File: config.mk
export PLATFORM = sky130hd
export DESIGN_NAME = permutation_group_stream_checker_top
export DESIGN_NICKNAME = d
export VERILOG_FILES = /design/src/hw/rtl/pgsc_pkg.sv /design/src/hw/rtl/permutation_group_stream_checker_top.sv /design/src/hw/rtl/pgsc_core.sv
export SDC_FILE = /design/constraint.sdc
export NUM_CORES = 1
export LEC_CHECK = 0
export BUFFER_PORTS_ARGS = -buffer_cell sky130_fd_sc_hd__buf_2
export CORE_MARGIN = 3
export CORE_UTILIZATION = 30
export DETAILED_ROUTE_END_ITERATION = 10
export PLACE_DENSITY = 0.41
export SETUP_SLACK_MARGIN = 0.15
export SYNTH_ARGS = -nofsm -noshare
export SYNTH_HDL_FRONTEND = slang
export SYNTH_SLANG_ARGS = --single-unit
File: constraint.sdc
create_clock -name clk -period 4.35 [get_ports clk]
set_input_delay 1.305 -clock clk [delete_from_list [all_inputs] [get_ports clk]]
set_output_delay 1.305 -clock clk [all_outputs]
set_load 0.02 [all_outputs]
File: src/hw/rtl/pgsc_pkg.sv
`timescale 1ns / 1ps

package pgsc_pkg;

  // Stream byte width
  localparam int unsigned BYTE_W = 8;

  typedef enum logic [1:0] {
    VERDICT_OK     = 2'd0,
    VERDICT_FAILED = 2'd1,
    VERDICT_PASSED = 2'd2
  } verdict_t;

  typedef enum logic [2:0] {
    REASON_NONE       = 3'd0,
    REASON_DUP_SET    = 3'd1,
    REASON_NOT_MEMBER = 3'd2,
    REASON_REPEAT     = 3'd3,
    REASON_COUNT      = 3'd4,
    REASON_NO_TERM    = 3'd5
  } reason_t;

  typedef enum logic {
    MODE_DATA = 1'b0,
    MODE_END  = 1'b1
  } mode_t;

  typedef struct packed {
    logic              mode;
    logic [BYTE_W-1:0] data_byte;
  } item_t;

  typedef struct packed {
    logic [1:0] verdict;
    logic [2:0] fail_reason;
  } result_t;

endpackage

File: src/hw/rtl/permutation_group_stream_checker_top.sv
`timescale 1ns / 1ps

// Permutation group stream checker. Feed one byte (or an end event) per
// transfer on the item channel; every transfer yields exactly one result
// transfer carrying the running verdict and, on failure, the sticky reason.
// The bytes up to the first zero define a set of distinct nonzero symbols
// below SYMBOL_COUNT; each later zero-terminated group must be a permutation
// of it. An end event reports the final verdict and returns the checker to
// its reset state. Throughput is one item per clock while the result side keeps
// up: the member and seen bitmaps are flip-flop vectors read and marked, and the
// seen bitmap cleared at a zero that ends a full group, in the same cycle. The
// item sits in the input register after its transfer and its result is loaded
// into the result register from there, which raises result valid. Both
// registers advance whenever the result register is empty or being taken; a
// stalled result blocks a new item only once the input register holds an item
// too, so the block buffers two items under back-pressure.
module permutation_group_stream_checker_top #(
  parameter int unsigned SYMBOL_COUNT = 256
) (
  input  logic              clk,
  input  logic              rst,
  input  logic              item_valid,
  output logic              item_ready,
  input  pgsc_pkg::item_t   item,
  output logic              result_valid,
  input  logic              result_ready,
  output pgsc_pkg::result_t result
);
  import pgsc_pkg::*;

  // Input register stage
  logic    stage_valid;
  item_t   stage_item;
  // Result register stage
  logic    out_valid;
  result_t out_result;

  logic    advance;
  logic    check_step;
  result_t check_result;

  // Move the pipeline when the result register is free or being drained
  assign advance    = !out_valid || result_ready;
  assign check_step = stage_valid && advance;
  assign item_ready = !stage_valid || advance;

  pgsc_core #(
    .SYMBOL_COUNT(SYMBOL_COUNT)
  ) u_core (
    .clk    (clk),
    .rst    (rst),
    .step   (check_step),
    .item   (stage_item),
    .result (check_result)
  );

  // Capture the incoming transfer; hold it while the result side stalls
  always_ff @(posedge clk) begin
    if (rst) begin
      stage_valid <= 1'b0;
    end else if (item_ready) begin
      stage_valid <= item_valid;
    end
  end

  always_ff @(posedge clk) begin
    if (item_ready && item_valid) begin
      stage_item <= item;
    end
  end

  // Load the result register as the checker consumes an item; drop it once taken
  always_ff @(posedge clk) begin
    if (rst) begin
      out_valid <= 1'b0;
    end else if (check_step) begin
      out_valid <= 1'b1;
    end else if (result_ready) begin
      out_valid <= 1'b0;
    end
  end

  always_ff @(posedge clk) begin
    if (check_step) begin
      out_result <= check_result;
    end
  end

  assign result_valid = out_valid;
  assign result       = out_result;

endmodule

File: src/hw/rtl/pgsc_core.sv
`timescale 1ns / 1ps

module pgsc_core #(
  parameter int unsigned SYMBOL_COUNT = 256
) (
  input  logic              clk,
  input  logic              rst,
  input  logic              step,
  input  pgsc_pkg::item_t   item,
  output pgsc_pkg::result_t result
);
  import pgsc_pkg::*;

  localparam int unsigned IDX_W = $clog2(SYMBOL_COUNT);
  // a set holds at most SYMBOL_COUNT-1 members since zero is never one
  localparam int unsigned CNT_W = $clog2(SYMBOL_COUNT);

  logic [SYMBOL_COUNT-1:0] member_map, member_map_next;
  logic [SYMBOL_COUNT-1:0] seen_map, seen_map_next;
  logic                    set_defined, set_defined_next;
  logic [CNT_W-1:0]        set_count, set_count_next;
  logic [CNT_W-1:0]        group_count, group_count_next;
  logic                    failed, failed_next;
  reason_t                 reason_code, reason_code_next;

  logic             is_zero;
  logic             in_alpha;
  logic [IDX_W-1:0] idx;
  logic             member_hit;
  logic             seen_hit;

  assign is_zero  = (item.data_byte == '0);
  assign in_alpha = ({1'b0, item.data_byte} < (BYTE_W + 1)'(SYMBOL_COUNT));
  assign idx      = item.data_byte[IDX_W-1:0];
  assign member_hit = in_alpha && member_map[idx];
  assign seen_hit   = in_alpha && seen_map[idx];

  always_comb begin
    member_map_next  = member_map;
    seen_map_next    = seen_map;
    set_defined_next = set_defined;
    set_count_next   = set_count;
    group_count_next = group_count;
    failed_next      = failed;
    reason_code_next = reason_code;
    result.verdict     = VERDICT_OK;
    result.fail_reason = REASON_NONE;

    if (item.mode == MODE_END) begin
      if (failed) begin
        result.verdict     = VERDICT_FAILED;
        result.fail_reason = reason_code;
      end else if (!set_defined) begin
        result.verdict     = VERDICT_FAILED;
        result.fail_reason = REASON_NO_TERM;
      end else begin
        result.verdict     = VERDICT_PASSED;
        result.fail_reason = REASON_NONE;
      end
      member_map_next  = '0;
      seen_map_next    = '0;
      set_defined_next = 1'b0;
      set_count_next   = '0;
      group_count_next = '0;
      failed_next      = 1'b0;
      reason_code_next = REASON_NONE;
    end else begin
      if (!failed) begin
        if (!set_defined) begin
          priority if (is_zero) begin
            set_defined_next = 1'b1;
          end else if (!in_alpha) begin
            failed_next      = 1'b1;
            reason_code_next = REASON_NOT_MEMBER;
          end else if (member_hit) begin
            failed_next      = 1'b1;
            reason_code_next = REASON_DUP_SET;
          end else begin
            member_map_next[idx] = 1'b1;
            set_count_next       = set_count + 1'b1;
          end
        end else if (is_zero) begin
          if (group_count != set_count) begin
            failed_next      = 1'b1;
            reason_code_next = REASON_COUNT;
          end else begin
            group_count_next = '0;
            seen_map_next    = '0;
          end
        end else begin
          priority if (!member_hit) begin
            failed_next      = 1'b1;
            reason_code_next = REASON_NOT_MEMBER;
          end else if (seen_hit) begin
            failed_next      = 1'b1;
            reason_code_next = REASON_REPEAT;
          end else begin
            seen_map_next[idx] = 1'b1;
            group_count_next   = group_count + 1'b1;
          end
        end
      end
      if (failed_next) begin
        result.verdict     = VERDICT_FAILED;
        result.fail_reason = reason_code_next;
      end
    end
  end

  always_ff @(posedge clk) begin
    if (rst) begin
      member_map  <= '0;
      seen_map    <= '0;
      set_defined <= 1'b0;
      set_count   <= '0;
      group_count <= '0;
      failed      <= 1'b0;
      reason_code <= REASON_NONE;
    end else if (step) begin
      member_map  <= member_map_next;
      seen_map    <= seen_map_next;
      set_defined <= set_defined_next;
      set_count   <= set_count_next;
      group_count <= group_count_next;
      failed      <= failed_next;
      reason_code <= reason_code_next;
    end
  end

endmodule
# Yosys cells after proc, flatten, opt, wreduce, memory -nomap -nowiden
# Index checks and enable logic that the tools add are counted.
dict set report classes {
  mux 59
  reduce_logical 14
  n_eq_ne 7
  n_lt_le_gt_ge 2
  add_sub_neg 2
  n_bitwise 2
}
# cell n
set ops {}
lappend ops {{2-to-1 mux 256 bit} 12}
lappend ops {{OR 256 bit} 2}
lappend ops {{2-to-1 mux 8 bit} 12}
lappend ops {{2-to-1 mux 3 bit} 9}
lappend ops {{2-to-1 mux 1 bit} 19}
lappend ops {{adder 8 x 1 -> 8 bit, second input constant} 2}
lappend ops {{binary-select mux 1 bit (select 8 bit)} 2}
lappend ops {{2-to-1 mux 5 bit} 3}
lappend ops {{< comparator 8 x 9 -> 1 bit, second input constant} 1}
lappend ops {{demux 1 bit (select 8 bit)} 1}
lappend ops {{>= comparator 8 x 1 -> 1 bit, second input constant} 1}
lappend ops {{zero test 8 bit} 1}
lappend ops {{inequality test 2 bit, second input constant} 4}
lappend ops {{inequality test 8 bit} 1}
lappend ops {{AND reduction 6 bit} 1}
lappend ops {{AND reduction 5 bit} 1}
lappend ops {{2-to-1 mux 4 bit} 1}
lappend ops {{nonzero test 2 bit} 2}
lappend ops {{logical AND 1 bit} 3}
lappend ops {{inequality test 3 x 2 -> 1 bit, second input constant} 1}
lappend ops {{inequality test 3 bit, second input constant} 1}
lappend ops {{nonzero test 3 bit} 1}
lappend ops {{zero test 1 bit} 2}
lappend ops {{logical OR 1 bit} 2}
lappend ops {{AND reduction 2 bit} 1}
dict set report totals {
  inputBits 13
  elab_cells 99
  ff_bits 549
  output_inout_bits 7
}

# Depth between registers and ports, before layout
dict set report depth {
  word_depth 11
  mapped_depth 18
  depth_no_buf 9
}

# Hierarchy
# Synthesis repeated with hierarchy kept, for this count alone.
dict set report hier_totals {
  cells_unflattened 2137
  hier_area_um2 22515.3
}
# module area_each_um2 seq_area_each_um2 cells_each n_inst
set modules_own_cells {}
lappend modules_own_cells {pgsc_core 21991.1 10670.2 2113 1}
lappend modules_own_cells {permutation_group_stream_checker_top 524.3 460.4 24 1}

# Worst setup path before layout
# No wires, ideal clock.
dict set report synth_timing {
  kind {reg-to-reg}
  from {reg stage_item[1] (netlist name)}
  to {reg u_core.group_count[2]}
  path_stages_with_launch 16
  arrival_time_ps 3595
  n_path_buf 6
  path_slack_ps 685
  setup_ps 70
  synth_period_minus_slack_ps 3665
  required_time_ps 4280
  cell_sequence {edfxtp_1 buf_2 buf_2 clkbuf_1 buf_1 mux4_2 a22oi_1 a21oi_1 nor4_1 nor2_1 a211o_1 o31a_1 buf_6 buf_6 or4_1 a21oi_1}
}
dict set report synth_between {
  elab_chain_len 5
  elab_cells_between_ends 13
  classes_between {2 x eq/ne; 8 x mux; 3 x reduce/logical}
}
# element line_no
set synth_lines {}
lappend synth_lines {{start, declared} permutation_group_stream_checker_top.sv:33} ;# item_t stage_item;
lappend synth_lines {{start signal, assigned} permutation_group_stream_checker_top.sv:68} ;# stage_item <= item;
lappend synth_lines {{branches (longest 5 deep; another with binary-select mux 1 bit (select 8 bit))} -}
lappend synth_lines {{end signal, assigned} pgsc_core.sv:124} ;# group_count <= group_count_next;
lappend synth_lines {{end, declared} pgsc_core.sv:22} ;# logic [CNT_W-1:0] group_count, group_count_next;
# Several ways; the timed one is not identified. The select of a mux whose other input is x is not followed.
# A chain may end at the register's enable or synchronous reset.

# Final worst setup path
dict set report layout_timing {
  from {reg stage_item[0] (netlist name)}
  to {reg u_core.group_count[2]}
}
# The elaborated chain is that of the path after synthesis.

==> flow_summary.ini <==
[status]
outcome = complete, no violations

[synthesis]
synth_nets = 2373
synth.lib_cells_used.distinct = 63
syn-mean-instance-area_sq_um = 10.1
yosys_warnings = 0
synth.yosys.seq_area_share_pct = 46.7
asyncSetResetFlopFracSynth_pct = 0
synth_enable_flop_cells = 14
syn-instance-count = 2358
flip_flop_and_latch_count_after_synthesis = 549
mapped_cell_area_sq_mm = 0.0239
synth-main-ff-cell = sky130_fd_sc_hd__dfxtp_1

[sta]
fin_tns_setup_ns = 0
maxSlewViolCount = 0
finalSetupViolations = 0
maxSlewHeadroom_pct = 14.5
max_freq_ghz = 0.245
crit_share_post_route_pct = 93.8
unrepaired_setup_endpoints_after_global_routing = no
clock_skew_ns = 0.0237
worst_tran_pin_value_ns = 1.28
hold_viol_final = 0
finalWorstPathRequiredPeriod_ns = 4.08

[setup_path]
cp_max_fo = 14
setup.worst_path.start = stage_item[0]
timing.critical_path.slowest_stage_cell = sky130_fd_sc_hd__mux4_2
critPathLaunchType = flip-flop
required_ns = 4.85
critical_path.reg2reg.startpoint = stage_item[0]
cp-end-kind = flip-flop
critPathKind = flip-flop to flip-flop
reg2regPathDepth = 14
rrSetupSlack_ns = 0.27
worstPathArrival_ns = 4.59
critical_path_depth = 14
crit_family = compound AO/OA/AOI/OAI gates
cp_num_buf_inv = 5
critical_path.max_stage_delay_ns = 0.52
cp_cell_sequence = buf_12 > buf_16 > mux4_2 > a22oi_1 > a21oi_1 > nor4_2 > buf_4 > o22ai_1 > a211o_1 > o31a_2 > buf_12 > buf_4 > or4_1 > a21oi_1

[clocking]
tritoncts_num_sinks = 549
insertion_delay_ns = 0.60
cts.htree.levels = 3
cts_root_buffer = sky130_fd_sc_hd__clkbuf_16
clk_pin_slew_ns = 0.06
ctsLongestPathBuffers = 3
tritoncts = built
cts_inserted_buffers = 66

[floorplan]
floorplan.initialDensity_pct = 30.5
ios = 20
die_area_sq_mm = 0.0829
num_rows = 102
vertical_die_dimension_um = 288
die_span_x_um = 288
fp.coreArea_sq_mm = 0.0781

[worst_hold_path]
worst_min_path_start = u_core.seen_map[141]
min_path_type = flip-flop to flip-flop
worst_hold_path.num_cells = 1

[drt]
route.detailed.drc = 0
ant_nets = 0
via_per_inst = 5.70
total_via_count_after_detailed_routing = 19300
detail_route.iter0.violations = 1592
wl_per_cell_um = 23.6
drt-total-wl_um = 79900
drtPass1Iterations = 5

[place]
gp_routability_congestion = 0.769
port_buffers = 19
post_detailed_placement_cell_area_sq_mm = 0.0254
detailed_place_hpwl_um = 47200

[grt]
globalRouteOverflowTotal = 0
gr-usage-all-layers_pct = 19.1
grt_antenna_before_repair = 1
grt_pass1_wl_um = 121000
grt_start_max_net_pins = 248
first_global_vias = 19100

[final_layout]
areaGrowthSynthToFinish_pct = 16.3
final.fill_count = 7824
post_route_cells_drive_above_1_share_pct = 18.3
layout.nets = 2315
utilization_of_the_core_after_routing_pct = 35.5
final_area_sq_mm = 0.0277

[power]
power_density_mw_per_mm2 = 422
leakage_nw = 9.24
max-vdd-ir-drop_mv = 0.305

[run]
number_of_max_capacitance_violations_reported = 0
[logic make-up (layout without fill, tap and decap cells)]
| kind of cell | count (synthesis) | after routing | share of synthesized area (%) |
|---|---|---|---|
| flip-flops | 549 | 549 | 46.7 |
| multiplexers | 159 | 159 | 13.2 |
| buffers and inverters | 286 | 276 | 6.03 |
| other | 0 | 1 | 0 |
| XOR/XNOR | 8 | 8 | 0.294 |
| adder cells (fa/ha/maj) | 2 | 2 | 0.105 |
| AND/OR/NAND/NOR | 717 | 717 | 15.2 |
| AO/OA/AOI/OAI | 637 | 637 | 18.5 |
[worst paths after layout]
check | end
min | u_core.seen_map[141]
max | u_core.group_count[2]
max reg2reg | u_core.group_count[2]
min reg2reg | u_core.seen_map[141]
[final cells by class]
cell class	instances	area [sq um]	area share [%]
diodes	1	2.50	0.00902
clock buffers	95	1950	7.05
clock inverters	21	295	1.06
inverters	9	33.8	0.122
multi-input cells	1523	11400	41.2
flip-flops and latches	549	11100	40.1
well taps	1040	1300	4.69
repair buffers	151	1580	5.68
[cells in the mapped netlist (3+ instances only)]
master | count | share of area [%]
sky130_fd_sc_hd__dfxtp_1 | 535 | 45
sky130_fd_sc_hd__nor2_1 | 319 | 5.0
sky130_fd_sc_hd__a31oi_1 | 261 | 6.8
sky130_fd_sc_hd__o21a_1 | 241 | 7.6
sky130_fd_sc_hd__nor4_1 | 232 | 6.1
sky130_fd_sc_hd__clkbuf_1 | 183 | 2.9
sky130_fd_sc_hd__mux4_2 | 119 | 11
sky130_fd_sc_hd__nand2_1 | 54 | 0.85
sky130_fd_sc_hd__buf_2 | 43 | 0.90
sky130_fd_sc_hd__a22oi_1 | 41 | 1.3
sky130_fd_sc_hd__a21oi_1 | 31 | 0.65
sky130_fd_sc_hd__buf_6 | 31 | 1.5
sky130_fd_sc_hd__mux2i_1 | 31 | 1.3
sky130_fd_sc_hd__nand2b_1 | 18 | 0.47
sky130_fd_sc_hd__nor2b_1 | 16 | 0.42
sky130_fd_sc_hd__nor3_1 | 16 | 0.34
sky130_fd_sc_hd__nor4_2 | 16 | 0.84
sky130_fd_sc_hd__a41oi_1 | 15 | 0.55
sky130_fd_sc_hd__nand3_1 | 15 | 0.31
sky130_fd_sc_hd__edfxtp_1 | 14 | 1.8
sky130_fd_sc_hd__o21ai_0 | 12 | 0.25
sky130_fd_sc_hd__buf_1 | 11 | 0.17
sky130_fd_sc_hd__inv_1 | 8 | 0.13
sky130_fd_sc_hd__or4_1 | 8 | 0.25
sky130_fd_sc_hd__xnor2_1 | 8 | 0.29
sky130_fd_sc_hd__nand4_1 | 7 | 0.18
sky130_fd_sc_hd__and2_1 | 6 | 0.16
sky130_fd_sc_hd__buf_4 | 5 | 0.16
sky130_fd_sc_hd__mux2_2 | 5 | 0.24
sky130_fd_sc_hd__o22ai_1 | 4 | 0.10
sky130_fd_sc_hd__o31ai_1 | 4 | 0.13
sky130_fd_sc_hd__a2111oi_0 | 3 | 0.11
sky130_fd_sc_hd__a211oi_1 | 3 | 0.094
sky130_fd_sc_hd__and4_1 | 3 | 0.11
sky130_fd_sc_hd__buf_12 | 3 | 0.25
sky130_fd_sc_hd__mux4_1 | 3 | 0.33
[power breakdown]
group,total [mW],switching (mW),internal (mW)
Clock,5.72,2.23,3.49
Sequential,5.08,0.0174,5.07
Combinational,0.896,0.645,0.251
[state kept, by name, indices dropped and copies added (netlist names)]
signal,flops
u_core.seen_map,256
u_core.set_count,8
u_core.reason_code,3
u_core.set_defined,1
result_valid,1
u_core.member_map,256
u_core.failed,1
stage_item,9
u_core.group_count,8
result,5
stage_valid,1
[metrics by stage]
step	setup slack, ns	power, mW	std cells	hold WS (ns)
6_report	0.268	11.7	3389	0.459
5_1_grt	0.150	12.1	3388	0.468
4_1_cts	0.166	11.9	3387	0.461
3_5_place_dp	0.107	6.08	3270	0.448
3_3_place_gp	0.0281	6.08	3270	0.438
2_1_floorplan	0.685	5.73	2358	0.425
[worst register-to-register path: stages, from the launching register on]
cell and delay, ns:
sky130_fd_sc_hd__edfxtp_1 0.41, sky130_fd_sc_hd__buf_12 0.21, sky130_fd_sc_hd__buf_16 0.22, sky130_fd_sc_hd__mux4_2 0.55, sky130_fd_sc_hd__a22oi_1 0.24, sky130_fd_sc_hd__a21oi_1 0.19, sky130_fd_sc_hd__nor4_2 0.40, sky130_fd_sc_hd__buf_4 0.17
sky130_fd_sc_hd__o22ai_1 0.09, sky130_fd_sc_hd__a211o_1 0.28, sky130_fd_sc_hd__o31a_2 0.38, sky130_fd_sc_hd__buf_12 0.17, sky130_fd_sc_hd__buf_4 0.16, sky130_fd_sc_hd__or4_1 0.39, sky130_fd_sc_hd__a21oi_1 0.15
[placed cells by master (no fill, tap or decap), types with 30 or more instances in the layout]
cell type	count
sky130_fd_sc_hd__buf_12	34
sky130_fd_sc_hd__buf_4	95
sky130_fd_sc_hd__nand2_1	54
sky130_fd_sc_hd__clkbuf_16	69
sky130_fd_sc_hd__nor2_1	309
sky130_fd_sc_hd__a21oi_1	30
sky130_fd_sc_hd__a31oi_1	260
sky130_fd_sc_hd__dfxtp_1	535
sky130_fd_sc_hd__mux4_2	119
sky130_fd_sc_hd__o21a_1	241
sky130_fd_sc_hd__nor4_1	229
sky130_fd_sc_hd__mux2i_1	31
sky130_fd_sc_hd__a22oi_1	40
[metal layers]
layer,global-route usage (%),vias to the layer above,share of wire (%)
li1,-,8856,-
met1,24.9,9744,44
met2,31.8,550,48
met3,3.01,167,4.5
met4,6.95,0,3.6
met5,0,-,0
[timing repair]
item | in CTS | in global routing
gates cloned | 1 | 0
endpoints found under the setup margin | 2 | 5
buffers inserted | 0 | 1
hold endpoints to repair | 0 | 0
hold buffers | 0 | 0
resized for setup | 3 | 3
No activity file was read; power rests on OpenSTA's default activity.
